File: src/hdl/chp_pkg.sv
`default_nettype none
package chp_pkg;

  localparam int unsigned TimeW = 32;
  localparam int unsigned CfgW = 16;
  localparam int unsigned CfgIndexW = 2;

  localparam logic [TimeW-1:0] ChmPeriodMs = 32'd250;

  localparam logic [CfgW-1:0] MessageTimeoutReset = 16'd5000;
  localparam logic [CfgW-1:0] PinCheckReset = 16'd100;
  localparam logic [CfgW-1:0] VoltageLimitReset = 16'd1000;

  typedef enum logic [CfgIndexW-1:0] {
    CFG_OLD_VERSION_MODE,
    CFG_MESSAGE_TIMEOUT,
    CFG_PIN_CHECK,
    CFG_VOLTAGE_LIMIT
  } chp_cfg_index_t;

  typedef enum logic [2:0] {
    PHASE_STAY,
    PHASE_RECOGNIZE,
    PHASE_RECOGNIZE_OLD,
    PHASE_STOP,
    PHASE_BREAK
  } chp_phase_t;

  typedef enum logic [2:0] {
    STOP_NONE,
    STOP_INSULATION,
    STOP_USER_CANCEL,
    STOP_KEY_OFF,
    STOP_PIN_OPEN
  } chp_stop_t;

  typedef enum logic [1:0] {
    VER_UNKNOWN,
    VER_2011,
    VER_2015
  } chp_version_t;

  typedef struct packed {
    logic            old_version_mode;
    logic [CfgW-1:0] message_timeout_ms;
    logic [CfgW-1:0] pin_check_ms;
    logic [CfgW-1:0] voltage_limit;
  } chp_cfg_t;

  typedef struct packed {
    logic             start_req;
    logic [TimeW-1:0] now_ms;
    logic             bhm_seen;
    logic [15:0]      bus_voltage;
    logic             enable;
    logic             pin_connected;
    logic             key_off;
  } chp_poll_t;

  typedef struct packed {
    chp_phase_t   next_phase;
    logic         send_chm;
    chp_stop_t    stop_reason;
    chp_version_t version;
    logic         power_off;
  } chp_result_t;

endpackage
`default_nettype wire

File: src/hdl/charger_handshake_phase_top.sv
`default_nettype none
// Channel   Handshake             Payload
// input     in_valid / in_stall   start_req now_ms bhm_seen bus_voltage enable
//                                 pin_connected key_off
// output    out_valid / out_stall next_phase send_chm stop_reason version power_off
// config    cfg_write             cfg_index cfg_data
//
// One poll per cycle sustained while out_stall is low; an accepted beat goes into
// the input register, then through the rule logic into the result register.
// The rule logic is 32-bit wrap-around subtracts and compares on stored
// timestamps, all in parallel. rst is synchronous: it clears valids, timers'
// valid bits, the detected version and loads the register defaults. A stalled
// result holds while the input register still takes one more beat; then
// in_stall rises.
module charger_handshake_phase_top (
  input  wire logic        clk,
  input  wire logic        rst,
  // poll channel
  input  wire logic        in_valid,
  output logic             in_stall,
  input  wire logic        start_req,
  input  wire logic [31:0] now_ms,
  input  wire logic        bhm_seen,
  input  wire logic [15:0] bus_voltage,
  input  wire logic        enable,
  input  wire logic        pin_connected,
  input  wire logic        key_off,
  // result channel
  output logic             out_valid,
  input  wire logic        out_stall,
  output logic [2:0]       next_phase,
  output logic             send_chm,
  output logic [2:0]       stop_reason,
  output logic [1:0]       version,
  output logic             power_off,
  // configuration port
  input  wire logic        cfg_write,
  input  wire logic [chp_pkg::CfgIndexW-1:0] cfg_index,
  input  wire logic [chp_pkg::CfgW-1:0]      cfg_data
);

  chp_pkg::chp_cfg_t    cfg;
  chp_pkg::chp_poll_t   poll_in;
  chp_pkg::chp_poll_t   poll;
  chp_pkg::chp_result_t result_core;
  chp_pkg::chp_result_t result;
  logic                 poll_valid;
  logic                 advance;
  logic                 fire;

  // configuration registers; write only while the block is idle; not enforced here
  always_ff @(posedge clk) begin
    if (rst) begin
      cfg.old_version_mode <= 1'b0;
      cfg.message_timeout_ms <= chp_pkg::MessageTimeoutReset;
      cfg.pin_check_ms <= chp_pkg::PinCheckReset;
      cfg.voltage_limit <= chp_pkg::VoltageLimitReset;
    end else if (cfg_write) begin
      unique case (chp_pkg::chp_cfg_index_t'(cfg_index))
        chp_pkg::CFG_OLD_VERSION_MODE: cfg.old_version_mode <= cfg_data[0];
        chp_pkg::CFG_MESSAGE_TIMEOUT:  cfg.message_timeout_ms <= cfg_data;
        chp_pkg::CFG_PIN_CHECK:        cfg.pin_check_ms <= cfg_data;
        chp_pkg::CFG_VOLTAGE_LIMIT:    cfg.voltage_limit <= cfg_data;
        default: begin
        end
      endcase
    end
  end

  // pack the poll beat
  assign poll_in.start_req = start_req;
  assign poll_in.now_ms = now_ms;
  assign poll_in.bhm_seen = bhm_seen;
  assign poll_in.bus_voltage = bus_voltage;
  assign poll_in.enable = enable;
  assign poll_in.pin_connected = pin_connected;
  assign poll_in.key_off = key_off;

  chp_in_stage u_in (
    .clk      (clk),
    .rst      (rst),
    .in_valid (in_valid),
    .in_stall (in_stall),
    .poll_in  (poll_in),
    .advance  (advance),
    .valid    (poll_valid),
    .poll     (poll)
  );

  // a registered poll moves on whenever the result register has room
  assign fire = poll_valid && advance;

  chp_core u_core (
    .clk    (clk),
    .rst    (rst),
    .cfg    (cfg),
    .poll   (poll),
    .fire   (fire),
    .result (result_core)
  );

  chp_out_stage u_out (
    .clk       (clk),
    .rst       (rst),
    .load      (fire),
    .result_in (result_core),
    .out_stall (out_stall),
    .advance   (advance),
    .out_valid (out_valid),
    .result    (result)
  );

  // unpack the result beat
  assign next_phase = result.next_phase;
  assign send_chm = result.send_chm;
  assign stop_reason = result.stop_reason;
  assign version = result.version;
  assign power_off = result.power_off;

endmodule
`default_nettype wire

File: src/hdl/chp_in_stage.sv
`default_nettype none
module chp_in_stage (
  input  wire logic              clk,
  input  wire logic              rst,
  input  wire logic              in_valid,
  output logic                   in_stall,
  input  wire chp_pkg::chp_poll_t poll_in,
  input  wire logic              advance,
  output logic                   valid,
  output chp_pkg::chp_poll_t     poll
);

  logic accept;

  // hold the beat while the result side cannot take it
  assign in_stall = valid && !advance;
  assign accept = in_valid && !in_stall;

  always_ff @(posedge clk) begin
    if (rst) begin
      valid <= 1'b0;
    end else if (accept) begin
      valid <= 1'b1;
    end else if (advance) begin
      valid <= 1'b0;
    end
    if (accept) begin
      poll <= poll_in;
    end
  end

endmodule
`default_nettype wire

File: src/hdl/chp_core.sv
`default_nettype none
module chp_core (
  input  wire logic               clk,
  input  wire logic               rst,
  input  wire chp_pkg::chp_cfg_t  cfg,
  input  wire chp_pkg::chp_poll_t poll,
  input  wire logic               fire,
  output chp_pkg::chp_result_t    result
);

  logic [31:0] chm_last_sent, chm_last_sent_next;
  logic        chm_active, chm_active_next;
  logic [31:0] bhm_first_time, bhm_first_time_next;
  logic        bhm_first_valid, bhm_first_valid_next;
  logic [31:0] wait_start_time, wait_start_time_next;
  logic [31:0] pin_open_since, pin_open_since_next;
  logic        pin_open_valid, pin_open_valid_next;
  chp_pkg::chp_version_t detected_version, detected_version_next;

  logic [17:0] timeout_x3;
  logic [16:0] timeout_new;
  logic [16:0] pin_limit;

  assign timeout_x3 = {2'b00, cfg.message_timeout_ms} + {1'b0, cfg.message_timeout_ms, 1'b0};
  assign timeout_new = timeout_x3[17:1];
  assign pin_limit = {cfg.pin_check_ms, 1'b0};

  always_comb begin
    logic [31:0] now;
    now = poll.now_ms;
    chm_last_sent_next = chm_last_sent;
    chm_active_next = chm_active;
    bhm_first_time_next = bhm_first_time;
    bhm_first_valid_next = bhm_first_valid;
    wait_start_time_next = wait_start_time;
    pin_open_since_next = pin_open_since;
    pin_open_valid_next = pin_open_valid;
    detected_version_next = detected_version;
    result.next_phase = chp_pkg::PHASE_STAY;
    result.send_chm = 1'b0;
    result.stop_reason = chp_pkg::STOP_NONE;
    result.power_off = 1'b0;

    if (poll.start_req) begin
      wait_start_time_next = now;
      bhm_first_valid_next = 1'b0;
      pin_open_valid_next = 1'b0;
      chm_last_sent_next = now;
      chm_active_next = 1'b1;
      result.send_chm = 1'b1;
      result.power_off = 1'b1;
    end

    if (chm_active_next && (now - chm_last_sent_next) > chp_pkg::ChmPeriodMs) begin
      result.send_chm = 1'b1;
      chm_last_sent_next = now;
    end

    if (poll.bhm_seen) begin
      detected_version_next = chp_pkg::VER_2015;
      if (!bhm_first_valid_next) begin
        bhm_first_time_next = now;
        bhm_first_valid_next = 1'b1;
      end
      if (!cfg.old_version_mode) begin
        if (poll.bus_voltage > cfg.voltage_limit) begin
          result.stop_reason = chp_pkg::STOP_INSULATION;
          result.next_phase = chp_pkg::PHASE_STOP;
        end else begin
          result.next_phase = chp_pkg::PHASE_RECOGNIZE;
        end
      end
      if ((now - bhm_first_time_next) > {16'd0, cfg.message_timeout_ms}) begin
        result.next_phase = chp_pkg::PHASE_RECOGNIZE;
      end
    end else if (!cfg.old_version_mode) begin
      if ((now - wait_start_time_next) > {15'd0, timeout_new}) begin
        detected_version_next = chp_pkg::VER_2011;
        chm_active_next = 1'b0;
        result.next_phase = chp_pkg::PHASE_RECOGNIZE;
      end
    end else begin
      if ((now - wait_start_time_next) > {17'd0, cfg.message_timeout_ms[15:1]}) begin
        detected_version_next = chp_pkg::VER_2011;
        result.next_phase = chp_pkg::PHASE_RECOGNIZE_OLD;
      end
    end

    if (!poll.enable) begin
      result.stop_reason = poll.key_off ? chp_pkg::STOP_KEY_OFF : chp_pkg::STOP_USER_CANCEL;
      result.next_phase = chp_pkg::PHASE_STOP;
    end

    if (!poll.pin_connected) begin
      if (!pin_open_valid_next) begin
        pin_open_since_next = now;
        pin_open_valid_next = 1'b1;
      end
    end else begin
      pin_open_valid_next = 1'b0;
    end
    if (pin_open_valid_next && (now - pin_open_since_next) > {15'd0, pin_limit}) begin
      result.power_off = 1'b1;
      pin_open_valid_next = 1'b0;
      result.stop_reason = chp_pkg::STOP_PIN_OPEN;
      result.next_phase = chp_pkg::PHASE_BREAK;
    end

    result.version = detected_version_next;
  end

  // advance the session state only when the poll moves into the result register
  always_ff @(posedge clk) begin
    if (rst) begin
      chm_last_sent <= '0;
      chm_active <= 1'b0;
      bhm_first_time <= '0;
      bhm_first_valid <= 1'b0;
      wait_start_time <= '0;
      pin_open_since <= '0;
      pin_open_valid <= 1'b0;
      detected_version <= chp_pkg::VER_UNKNOWN;
    end else if (fire) begin
      chm_last_sent <= chm_last_sent_next;
      chm_active <= chm_active_next;
      bhm_first_time <= bhm_first_time_next;
      bhm_first_valid <= bhm_first_valid_next;
      wait_start_time <= wait_start_time_next;
      pin_open_since <= pin_open_since_next;
      pin_open_valid <= pin_open_valid_next;
      detected_version <= detected_version_next;
    end
  end

  a_break_is_pin_open: assert property (@(posedge clk) disable iff (rst)
    fire && result.next_phase == chp_pkg::PHASE_BREAK
      |-> result.stop_reason == chp_pkg::STOP_PIN_OPEN && result.power_off)
    else $error("break phase without pin open stop");

  a_start_sends_chm: assert property (@(posedge clk) disable iff (rst)
    fire && poll.start_req |-> result.send_chm && result.power_off)
    else $error("start poll did not order CHM and power off");

  a_version_sticky: assert property (@(posedge clk) disable iff (rst)
    detected_version != chp_pkg::VER_UNKNOWN |=> detected_version != chp_pkg::VER_UNKNOWN)
    else $error("detected version fell back to unknown");

  a_cancel_stops: assert property (@(posedge clk) disable iff (rst)
    fire && !poll.enable && poll.pin_connected
      |-> result.next_phase == chp_pkg::PHASE_STOP)
    else $error("cancel did not stop the session");

  a_state_holds: assert property (@(posedge clk) disable iff (rst)
    !fire |=> $stable(chm_active) && $stable(pin_open_valid) && $stable(bhm_first_valid))
    else $error("session state changed without a poll");

endmodule
`default_nettype wire

File: src/hdl/chp_out_stage.sv
`default_nettype none
module chp_out_stage (
  input  wire logic                 clk,
  input  wire logic                 rst,
  input  wire logic                 load,
  input  wire chp_pkg::chp_result_t result_in,
  input  wire logic                 out_stall,
  output logic                      advance,
  output logic                      out_valid,
  output chp_pkg::chp_result_t      result
);

  // room for a new beat when empty or draining this cycle
  assign advance = !out_valid || !out_stall;

  always_ff @(posedge clk) begin
    if (rst) begin
      out_valid <= 1'b0;
    end else begin
      out_valid <= load || (out_valid && out_stall);
    end
    if (load) begin
      result <= result_in;
    end
  end

endmodule
`default_nettype wire
File: config.mk
export PLATFORM = sky130hd
export DESIGN_NAME = charger_handshake_phase_top
export DESIGN_NICKNAME = d
export VERILOG_FILES = /design/src/hdl/chp_pkg.sv /design/src/hdl/charger_handshake_phase_top.sv /design/src/hdl/chp_in_stage.sv /design/src/hdl/chp_core.sv /design/src/hdl/chp_out_stage.sv
export SDC_FILE = /design/constraint.sdc
export NUM_CORES = 1
export LEC_CHECK = 0
export BUFFER_PORTS_ARGS = -buffer_cell sky130_fd_sc_hd__buf_2
export CAP_MARGIN = 25
export CORE_MARGIN = 3
export CORE_UTILIZATION = 50
export DETAILED_ROUTE_END_ITERATION = 10
export PLACE_DENSITY = 0.69
export SKIP_CTS_REPAIR_TIMING = 1
export SYNTH_ARGS = -nofsm -noshare
export SYNTH_HDL_FRONTEND = slang
export SYNTH_SLANG_ARGS = --single-unit
File: constraint.sdc
create_clock -name clk -period 7.4 [get_ports clk]
set_clock_uncertainty 0.05 [all_clocks]
set_input_delay 0 -clock clk [delete_from_list [all_inputs] [get_ports clk]]
set_output_delay 0 -clock clk [all_outputs]
set_load 0.02 [all_outputs]
==> results of run 1 <==
[worst paths after layout]
check	startpoint	endpoint	slack [ps]	cells after the start
worst max-delay path	u_in.poll[52]$_DFFE_PP_	u_out.result[8]$_SDFFCE_PP0P_	960	18
worst min-delay path	bus_voltage[10]	u_in.poll[13]$_DFFE_PP_	70	2
worst max register to register	u_in.poll[52]$_DFFE_PP_	u_out.result[8]$_SDFFCE_PP0P_	960	18
worst min register to register	cfg[31]$_SDFFE_PP0P_	cfg[31]$_SDFFE_PP0P_	400	2
[metal layers]
metal	global-route usage, %	wire [um]	part of all wire, %
met1	35.2	26200	45
met2	42.9	26200	45
met4	9.93	2310	4.0
met5	0	12	0.021
met3	3.43	3200	5.5
[area by class of cell]
type                            count  area [sq um]
Multi-Input combinational cell   1931         13400
Timing Repair Buffer              186          1410
Fill cell                        3528         16400
Sequential cell                   246          5550
Tap cell                          518           648
Clock buffer                       39           836
Clock inverter                     15           226
Inverter                          111           417
[layout by cell type (no fill, tap or decap), types with 62 or more instances in the layout]
master	count
a211oi_1	62
a21o_1	83
a21oi_1	228
buf_2	86
dfxtp_1	184
dlygate4sd3_1	78
edfxtp_1	62
ha_1	209
inv_1	109
mux2i_1	144
nand2_1	286
nor2_1	198
o21ai_0	96
[cells by family after synthesis]
kind of cell	count (synthesis)	synth area share, %
XOR/XNOR	104	4.70
buffers and inverters	223	4.54
multiplexers	148	7.49
AND/OR/NAND/NOR	757	17.8
flip-flops	246	27.9
AO/OA/AOI/OAI	707	23.9
adder cells (fa/ha/maj)	215	13.6
[through the flow]
step / cell area (sq um) / setup WS [ps] / total power [W]
2_1_floorplan: 19800 / 1560 / 0.00256
3_3_place_gp: 20600 / 1140 / 0.00288
3_5_place_dp: 20600 / 1090 / 0.00290
4_1_cts: 21700 / 1060 / 0.00450
5_1_grt: 22500 / 658 / 0.00477
6_report: 22500 / 958 / 0.00453
[flip-flops by register name, summed over array words and instances (netlist names), 2 cells and up]
signal and count:
u_in.poll 53, u_out.result 9, cfg 49, u_core.pin_open_since 32, u_core.bhm_first_time 32, u_core.wait_start_time 32
u_core.detected_version 2, u_core.chm_last_sent 32
[power by group through the flow]
stage,logic (W),clock network [W],registers [W]
after floorplan,0.00104,0,0.00152
after CTS,0.00137,0.00161,0.00152
after global placement,0.00133,0,0.00154
after global routing,0.00158,0.00167,0.00153
final,0.00142,0.00159,0.00152
after detailed placement,0.00136,0,0.00155
[worst reg2reg max path: stages, from the launching register on]
cell	delay, ps
edfxtp_1	350
buf_4	440
nand2b_2	690
mux2i_1	230
ha_1	440
nand2_1	180
o311a_1	430
o31ai_4	90
a21oi_1	130
xnor2_1	150
ha_1	310
nand2_1	70
or3_1	370
o31ai_1	420
o2111ai_1	190
or4_4	560
nor4_1	890
nand2_1	110
a31oi_1	200
==> run_results.csv, run 1 <==
group,metric,value,unit
status,status,"finished clean",
clock_tree,clock_latency,590,ps
synthesis,ys.flop_type,"dfxtp_1",
critical_path,endpoint_kind,"flip-flop",
die,num_io_pins,88,
clock_tree,root_buffer,"clkbuf_16",
global_route,grt_pass1_wl,89300,um
global_route,grt_pass1_vias,17041,
timing,hold_viol_final,0,
clock_tree,cts_made_buffers,29,
power,vdd_drop_max,0.207,mV
cells_and_area,nets,2793,
synthesis,yosysTopAreaCell,"dfxtp_1",
global_route,grt_start_max_net_pins,100,
synthesis,ys_top_cells_by_count,"286 x nand2_1, 228 x a21oi_1, 209 x ha_1, 201 x nor2_1, 184 x dfxtp_1",
route,wl_per_cell,19.0,um
synthesis,yosysWarnings,0,
place,dp_cells,2912,
timing,period_share,87.1,%
cells_and_area,area_growth,13.4,%
timing,max_slew_margin,31.1,%
cells_and_area,drive_above_1_share,8.27,%
global_route,grt_overflow,0,
timing,fin_crit,6440,ps
die,fp.dieW,205,um
route,detail-route-antenna-nets,0,
synthesis,ys_seq_area_share,27.9,%
power,power_density,201,nW/um^2
die,start_util,51.0,%
power,swShare,33.6,%
synthesis,synthCells,2400,
global_route,grtUsageTotal,26.1,%
cells_and_area,fin_util,57.8,%
flow_run,cap_violations,0,
clock_tree,clkTransAtPathRegs,60,ps
critical_path,cp_top_family,"simple AND/OR/NAND/NOR gates",
route,drt-vias-per-instance,5.99,
clock_tree,clockBufferDepth,3,
place,place.port_buffers,87,
cells_and_area,n_antenna_cell,0,
place,hpwl,42800,um
synthesis,avgSynthCellArea,8.27,sq um
timing,max_freq,155,MHz
route,drt_pass1_iterations,5,
synthesis,async_flop_share,0,%
route,drt-total-wl,57900,um
synthesis,synth_nets,2688,
synthesis,ys_top_cells_by_area,"dfxtp_1 19%, ha_1 13%, edfxtp_1 9.4%, mux2i_1 7.3%, a21oi_1 5.8%",
route,drc,0,
die,die-height,205,um
critical_path,critPathArrivalTime,6820,ps
synthesis,synth_cell_types,96,
synthesis,synth_edf_count,62,
timing,worst_slew_pin_slew,1020,ps
power,p_sw,0.00152,W
clock_tree,cts_tree,"built",
synthesis,synth_top_area_share,18.6,%
die,num_rows,72,
cells_and_area,final_cell_count_no_fill,3046,
timing,tns,0,ps
critical_path,worstPathRequired,7780,ps
power,comb_power_share,31.4,%
critical_path,worstPathMaxFanout,31,
route,num_vias,18247,
hold_path,worstHoldPathType,"in -> reg",
synthesis,syn_area,19800,sq um
critical_path,startpoint_type,"flip-flop",
place,gp_congestion,0.965,
die,fp.coreArea,38900,sq um
critical_path,cp_common_cell,"nand2_1",
timing,hold_slack,69.9,ps
clock_tree,clkSinkCount,246,
power,internal_power,0.00301,W
power,clockPowerShare,35.1,%
synthesis,synth_most_common_cell,"nand2_1",
power,seq_power_share,33.6,%
route,drtIter0Drc,1314,
critical_path,path_buf_inv,1,
critical_path,critPathKind,"reg -> reg",
critical_path,path_cells,"buf_4 -> nand2b_2 -> mux2i_1 -> ha_1 -> nand2_1 -> o311a_1 -> o31ai_4 -> a21oi_1 -> xnor2_1 -> ha_1 -> nand2_1 -> or3_1 -> o31ai_1 -> o2111ai_1 -> or4_4 -> nor4_1 -> nand2_1 -> a31oi_1",
timing,report.final.setup_viol,0,
timing,slew_viol_final,0,
timing,rsz0062_at_grt,"false",
clock_tree,ctsHtreeMaxLevel,1,
critical_path,slowest_delay,890,ps
critical_path,critical_path.slowest_cell,"nor4_1",
synthesis,synth_seq_cells,246,
power,power_leakage,9.34,nW
die,dieArea,42100,sq um
global_route,antenna_found_initial,1,
Note: power is estimated with default switching activity, not from simulation.
==> inputs of run 2 (changes only) <==
--- a/config.mk
+++ b/config.mk
@@ -7,10 +7,12 @@
 export LEC_CHECK = 0
 export BUFFER_PORTS_ARGS = -buffer_cell sky130_fd_sc_hd__buf_2
 export CAP_MARGIN = 25
+export CELL_PAD_IN_SITES_DETAIL_PLACEMENT = 1
+export CELL_PAD_IN_SITES_GLOBAL_PLACEMENT = 2
 export CORE_MARGIN = 3
-export CORE_UTILIZATION = 50
+export CORE_UTILIZATION = 42
 export DETAILED_ROUTE_END_ITERATION = 10
-export PLACE_DENSITY = 0.69
+export PLACE_DENSITY = 0.89
 export SKIP_CTS_REPAIR_TIMING = 1
 export SYNTH_ARGS = -nofsm -noshare
 export SYNTH_HDL_FRONTEND = slang
==> constraint.sdc (replaced) <==
create_clock -name clk -period 8.1 [get_ports clk]
set_clock_uncertainty 0.05 [all_clocks]
set_input_delay 0 -clock clk [delete_from_list [all_inputs] [get_ports clk]]
set_output_delay 0 -clock clk [all_outputs]
set_load 0.02 [all_outputs]
==> run_results.csv, run 2 (same netlist as run 1, synthesis figures left out) <==
group,metric,value,unit
status,status,"finished clean",
critical_path,path_cells,"nor2b_1 -> buf_4 -> nand2_1 -> o21ai_0 -> ha_1 -> nor2b_1 -> o31ai_4 -> a2bb2oi_2 -> o31ai_4 -> o31ai_4 -> a21oi_1 -> xnor2_1 -> ha_1 -> nand2_1 -> or3_1 -> o31ai_1 -> o2111ai_1 -> or4_4 -> o41ai_2 -> o2bb2ai_1 -> a21oi_1",
power,comb_power_share,32.4,%
hold_path,hold-path-endpoint,"u_in.poll[47]$_DFFE_PP_",
clock_tree,clkTransAtPathRegs,60,ps
die,fp.dieW,223,um
critical_path,critPathArrivalTime,6530,ps
timing,hold_viol_final,0,
critical_path,worstPathRequired,8360,ps
power,internal_power,0.00269,W
power,power_density,186,nW/um^2
hold_path,worstHoldPathType,"in -> reg",
timing,worst_slew_pin_slew,1010,ps
die,die-height,223,um
place,place.port_buffers,87,
clock_tree,cts_tree,"built",
global_route,antenna_found_initial,2,
route,wl_per_cell,22.0,um
route,drt_pass1_iterations,7,
cells_and_area,nets,2794,
timing,max_freq,159,MHz
power,power_leakage,9.32,nW
clock_tree,clock_latency,590,ps
power,p_sw,0.00150,W
timing,fin_crit,6270,ps
die,dieArea,49900,sq um
global_route,grt_start_max_net_pins,107,
timing,hold_slack,63.8,ps
power,vdd_drop_max,0.174,mV
power,seq_power_share,33.4,%
critical_path,rrSetupSlack,1830,ps
route,drc,0,
timing,report.final.setup_viol,0,
cells_and_area,largest_register,"u_in.poll",
timing,rsz0062_at_grt,"false",
cells_and_area,layout_commonest_cell,"nand2_1",
critical_path,slowest_delay,600,ps
cells_and_area,largest_reg_flops,53,
place,gp_congestion,0.960,
global_route,grtUsageTotal,26.1,%
clock_tree,root_buffer,"clkbuf_16",
hold_path,hold_depth,2,
cells_and_area,fin_util,48.4,%
clock_tree,cts_made_buffers,31,
route,drt-total-wl,69200,um
critical_path,startpoint_type,"flip-flop",
global_route,grt_pass1_wl,105000,um
route,num_vias,18707,
hold_path,min_from,"now_ms[27]",
die,fp.coreArea,46700,sq um
route,detail-route-antenna-nets,0,
clock_tree,clockBufferDepth,3,
route,drtIter0Drc,1068,
cells_and_area,area_growth,13.8,%
critical_path,timing.rr.start,"u_in.poll[52]$_DFFE_PP_",
critical_path,reg2reg_to,"u_out.result[7]$_SDFFCE_PP0P_",
route,drt-vias-per-instance,5.96,
cells_and_area,fillCellCount,5556,
global_route,grt_overflow,0,
timing,setup_slack,1830,ps
critical_path,critical_path.slowest_cell,"edfxtp_1",
critical_path,r2r_cells,21,
timing,tns,0,ps
power,swShare,35.7,%
timing,max_slew_margin,32.4,%
global_route,grt_pass1_vias,19038,
cells_and_area,final_cell_mix,"286 x nand2_1, 228 x a21oi_1, 209 x ha_1",
critical_path,critPathKind,"reg -> reg",
place,post-place-ws,1860,ps
timing,slew_viol_final,0,
critical_path,cp_common_cell,"o31ai_4",
die,num_rows,79,
place,hpwl,51700,um
cells_and_area,reg_top3,"u_in.poll x53, cfg x49",
critical_path,worstPathMaxFanout,20,
die,num_io_pins,88,
clock_tree,clkSinkCount,246,
cells_and_area,drive_above_1_share,8.53,%
clock_tree,ctsHtreeMaxLevel,1,
critical_path,endpoint_kind,"flip-flop",
power,clockPowerShare,34.3,%
timing,period_share,77.4,%
flow_run,cap_violations,0,
die,start_util,42.5,%
==> run 2: layer usage <==
layer	vias up	global-route usage, %	share of wire, %
met3	113	3.67	4.0
met5	-	0	0
met2	357	45.7	49
met1	9248	33.4	44
li1	8989	-	-
met4	0	7.70	3.0
==> run 2: per-stage QoR <==
step | cells | total power (W) | area [sq um]
after floorplan | 2400 | 0.00234 | 19800
after global placement | 3000 | 0.00268 | 20700
after detailed placement | 3001 | 0.00272 | 20800
after CTS | 3059 | 0.00417 | 21800
after global routing | 3139 | 0.00442 | 22600
final | 3139 | 0.00419 | 22600
==> run 2: how the worst max path moves through the flow <==
stage	from	end	slack, ps	depth (start not counted)
4_1_cts	u_in.poll[52]$_DFFE_PP_	u_out.result[7]$_SDFFCE_PP0P_	1820	21
5_1_grt	u_in.poll[52]$_DFFE_PP_	u_out.result[8]$_SDFFCE_PP0P_	1100	25
2_1_floorplan	u_in.poll[52]$_DFFE_PP_	u_out.result[8]$_SDFFCE_PP0P_	2260	26
6_report	u_in.poll[52]$_DFFE_PP_	u_out.result[7]$_SDFFCE_PP0P_	1830	21
3_5_place_dp	u_in.poll[52]$_DFFE_PP_	u_out.result[8]$_SDFFCE_PP0P_	1860	24
3_3_place_gp	u_in.poll[52]$_DFFE_PP_	u_out.result[7]$_SDFFCE_PP0P_	1860	22
==> run 2: power by group through the flow <==
stage | registers [W] | logic (W) | clock network [W]
final | 0.00140 | 0.00136 | 0.00144
after global routing | 0.00141 | 0.00150 | 0.00152
after CTS | 0.00140 | 0.00131 | 0.00146
after detailed placement | 0.00142 | 0.00130 | 0
after global placement | 0.00142 | 0.00126 | 0
after floorplan | 0.00139 | 0.000951 | 0
==> run 2: cell type report <==
type                            count  area, sq um  area share (%)
Multi-Input combinational cell   1931        13400            59.5
Sequential cell                   246         5550            24.6
Timing Repair Buffer              185         1390            6.17
Clock buffer                       32          779            3.45
Tap cell                          607          759            3.36
Inverter                          111          417            1.84
Clock inverter                     26          263            1.16
Antenna cell                        1         2.50          0.0111
==> run 2: critical path, delay by kind of cell (launching register included) <==
family | cells | cell delay [ps]
buffers and inverters | 1 | 250
adder cells (fa/ha/maj) | 2 | 650
flip-flops | 1 | 600
XOR/XNOR | 1 | 130
AND/OR/NAND/NOR | 6 | 1420
AO/OA/AOI/OAI | 11 | 2900
==> inputs of run 3 (changes only) <==
--- a/config.mk
+++ b/config.mk
@@ -5,14 +5,15 @@
 export SDC_FILE = /design/constraint.sdc
 export NUM_CORES = 1
 export LEC_CHECK = 0
+export ABC_AREA = 1
 export BUFFER_PORTS_ARGS = -buffer_cell sky130_fd_sc_hd__buf_2
 export CAP_MARGIN = 25
 export CELL_PAD_IN_SITES_DETAIL_PLACEMENT = 1
 export CELL_PAD_IN_SITES_GLOBAL_PLACEMENT = 2
 export CORE_MARGIN = 3
-export CORE_UTILIZATION = 42
+export CORE_UTILIZATION = 35
 export DETAILED_ROUTE_END_ITERATION = 10
-export PLACE_DENSITY = 0.89
+export PLACE_DENSITY = 0.83
 export SKIP_CTS_REPAIR_TIMING = 1
 export SYNTH_ARGS = -nofsm -noshare
 export SYNTH_HDL_FRONTEND = slang
==> constraint.sdc (replaced) <==
create_clock -name clk -period 6.5 [get_ports clk]
set_clock_uncertainty 0.05 [all_clocks]
set_input_delay 0 -clock clk [delete_from_list [all_inputs] [get_ports clk]]
set_output_delay 0 -clock clk [all_outputs]
set_load 0.02 [all_outputs]
==> run_results.csv, run 3 <==
group,metric,value,unit
status,status,"finished clean",
critical_path,path_buf_inv,4,
synthesis,ys.flop_type,"dfxtp_1",
timing,setup_slack,1150,ps
timing,period_share,82.3,%
clock_tree,cts_made_buffers,31,
route,drt-total-wl,93600,um
critical_path,reg2reg_to,"u_out.result[8]$_SDFFCE_PP0P_",
global_route,grt_pass1_wl,137000,um
synthesis,ys_top_cells_by_area,"dfxtp_1 17%, nand2_1 15%, ha_1 12%, a21oi_1 9.6%, edfxtp_1 8.7%",
route,drtIter0Drc,1547,
route,num_vias,23401,
synthesis,synth_seq_cells,246,
timing,tns,0,ps
power,p_sw,0.00225,W
place,dp_cells,4139,
die,dieArea,64100,sq um
place,post-place-ws,1200,ps
power,swShare,39.8,%
timing,max_freq,187,MHz
synthesis,yosysTopAreaCell,"dfxtp_1",
synthesis,synth_cell_types,53,
die,start_util,35.8,%
clock_tree,root_buffer,"clkbuf_16",
route,drt_pass1_iterations,6,
route,detail-route-antenna-nets,0,
critical_path,r2r_cells,31,
route,drt-vias-per-instance,5.46,
critical_path,critical_path.slowest_cell,"buf_4",
die,num_io_pins,88,
critical_path,startpoint_type,"flip-flop",
clock_tree,clockBufferDepth,3,
clock_tree,clkSinkCount,246,
critical_path,cp_common_cell,"nand2_1",
critical_path,cp_top_family,"simple AND/OR/NAND/NOR gates",
power,clockPowerShare,31.4,%
hold_path,worstHoldPathType,"in -> reg",
synthesis,syn_area,21400,sq um
synthesis,synth_nets,3631,
synthesis,ys_seq_area_share,25.9,%
die,fp.coreArea,59700,sq um
critical_path,timing.rr.start,"u_in.poll[52]$_DFFE_PP_",
cells_and_area,final_cell_mix,"833 x nand2_1, 476 x inv_1, 409 x a21oi_1",
flow_run,cap_violations,0,
cells_and_area,final_cell_count_no_fill,4285,
route,wl_per_cell,21.9,um
cells_and_area,largest_register,"u_in.poll",
hold_path,hold-path-endpoint,"u_in.poll[32]$_DFFE_PP_",
synthesis,synth_edf_count,62,
hold_path,hold_depth,2,
power,internal_power,0.00339,W
critical_path,worstPathMaxFanout,70,
route,drc,0,
clock_tree,ctsHtreeMaxLevel,1,
die,die-height,253,um
synthesis,avgSynthCellArea,6.39,sq um
synthesis,ys_top_cells_by_count,"833 x nand2_1, 478 x inv_1, 409 x a21oi_1, 267 x o21ai_0, 263 x nor2_1",
timing,hold_viol_final,0,
place,gp_congestion,0.933,
cells_and_area,largest_reg_flops,53,
hold_path,min_from,"now_ms[12]",
timing,max_slew_margin,33.7,%
cells_and_area,area_growth,14.6,%
cells_and_area,nets,3774,
global_route,grt_start_max_net_pins,110,
synthesis,synthCells,3343,
power,comb_power_share,37.5,%
die,fp.dieW,253,um
critical_path,rrSetupSlack,1150,ps
clock_tree,cts_tree,"built",
synthesis,synth_top_area_share,17.2,%
timing,worst_slew_pin_slew,991,ps
synthesis,synth_most_common_cell,"nand2_1",
critical_path,worstPathRequired,6790,ps
power,vdd_drop_max,0.137,mV
power,power_leakage,11.9,nW
timing,slew_viol_final,0,
synthesis,async_flop_share,0,%
die,num_rows,89,
clock_tree,clock_latency,600,ps
cells_and_area,layout_commonest_cell,"nand2_1",
critical_path,critPathKind,"reg -> reg",
cells_and_area,drive_above_1_share,5.87,%
timing,rsz0062_at_grt,"false",
timing,fin_crit,5350,ps
place,hpwl,73300,um
clock_tree,clkTransAtPathRegs,60,ps
cells_and_area,reg_top3,"u_in.poll x53, cfg x49",
power,power_density,230,nW/um^2
timing,report.final.setup_viol,0,
power,seq_power_share,31.1,%
synthesis,yosysWarnings,0,
critical_path,endpoint_kind,"flip-flop",
global_route,grt_pass1_vias,22940,
critical_path,slowest_delay,620,ps
global_route,grtUsageTotal,27.8,%
place,place.port_buffers,87,
global_route,grt_overflow,0,
critical_path,critPathArrivalTime,5640,ps
global_route,antenna_found_initial,5,
==> run 3: cell types whose count changed after synthesis, sizes merged, moves of 18 or more <==
| cell | previous run | this run |
|---|---|---|
| nand2 | 286 | 850 |
| inv | 111 | 481 |
| nand3 | 32 | 238 |
| a21oi | 231 | 410 |
| o21ai | 103 | 270 |
| mux2i | 144 | 0 |
| a21o | 83 | 9 |
| nor2 | 201 | 268 |
| a211oi | 64 | 2 |
| nand2b | 34 | 0 |
| nor2b | 30 | 0 |
| xnor2 | 58 | 31 |
| a31oi | 30 | 12 |
==> run 3: cells by family (layout without fill, tap and decap cells) <==
logic type      after synthesis  after routing  share of synthesized area (%)
other cells                   0              1                              0
xor+xnor                     80             80                           3.28
flops                       246            246                           26.0
simple gates               1472           1472                           29.0
compound gates              761            761                           18.8
buf+inv                     572            740                           10.4
fa+ha+maj                   212            212                           12.5
==> run 3: layer usage <==
layer / part of all wire [%] / vias up / GRT usage [%] / routed length (um)
li1: - / 11355 / - / -
met1: 46 / 11344 / 39.3 / 43500
met2: 45 / 572 / 45.4 / 42500
met3: 4.9 / 128 / 2.19 / 4600
met4: 3.3 / 2 / 8.35 / 3090
met5: 0.035 / - / 0 / 33
==> run 3: how the worst max path moves through the flow <==
stage / endpoint / cells after the start / slack (ps) / startpoint
after floorplan: u_out.result[0]$_SDFFCE_PP1P_ / 33 / 2290 / u_in.poll[52]$_DFFE_PP_
after global placement: u_out.result[8]$_SDFFCE_PP0P_ / 31 / 1250 / u_in.poll[52]$_DFFE_PP_
after detailed placement: u_out.result[8]$_SDFFCE_PP0P_ / 31 / 1200 / u_in.poll[52]$_DFFE_PP_
after CTS: u_out.result[8]$_SDFFCE_PP0P_ / 31 / 1170 / u_in.poll[52]$_DFFE_PP_
after global routing: u_out.result[0]$_SDFFCE_PP1P_ / 28 / 520 / u_in.poll[1]$_DFFE_PP_
final: u_out.result[8]$_SDFFCE_PP0P_ / 31 / 1150 / u_in.poll[52]$_DFFE_PP_
==> run 3: final cells by class <==
cell class / instances / area, sq um
Antenna cell: 1 / 2.50
Clock buffer: 43 / 872
Clock inverter: 15 / 141
Fill cell: 7919 / 35200
Inverter: 481 / 1810
Multi-Input combinational cell: 2525 / 13600
Sequential cell: 246 / 5550
Tap cell: 773 / 967
Timing Repair Buffer: 201 / 1530
==> run 3: per-stage QoR <==
step	power [W]	utilization, %	instance area [sq um]	hold slack (ps)
after floorplan	0.00315	-	21400	48.9
after global placement	0.00376	37.8	22600	127
after detailed placement	0.00383	37.8	22600	128
after CTS	0.00560	39.5	23600	-494
after global routing	0.00599	41.0	24500	62.4
final	0.00564	41.0	24500	72.0
==> run 3: worst register-to-register path, delay by kind of cell (launching register included) <==
kind	cells	cell delay, ps
AOI/OAI and AO/OA	3	470
xor gates and xnor gates	1	400
adders and majority gates	3	930
buffers and inverters	4	810
DFF	1	430
and+or+nand+nor	20	2030
==> run 3: power groups by stage <==
stage	sequential, W	clock, W	combinational, W
floorplan	0.00174	0	0.00141
global placement	0.00178	0	0.00199
detailed placement	0.00178	0	0.00205
CTS	0.00175	0.00179	0.00206
global route	0.00176	0.00185	0.00239
finish	0.00175	0.00177	0.00212
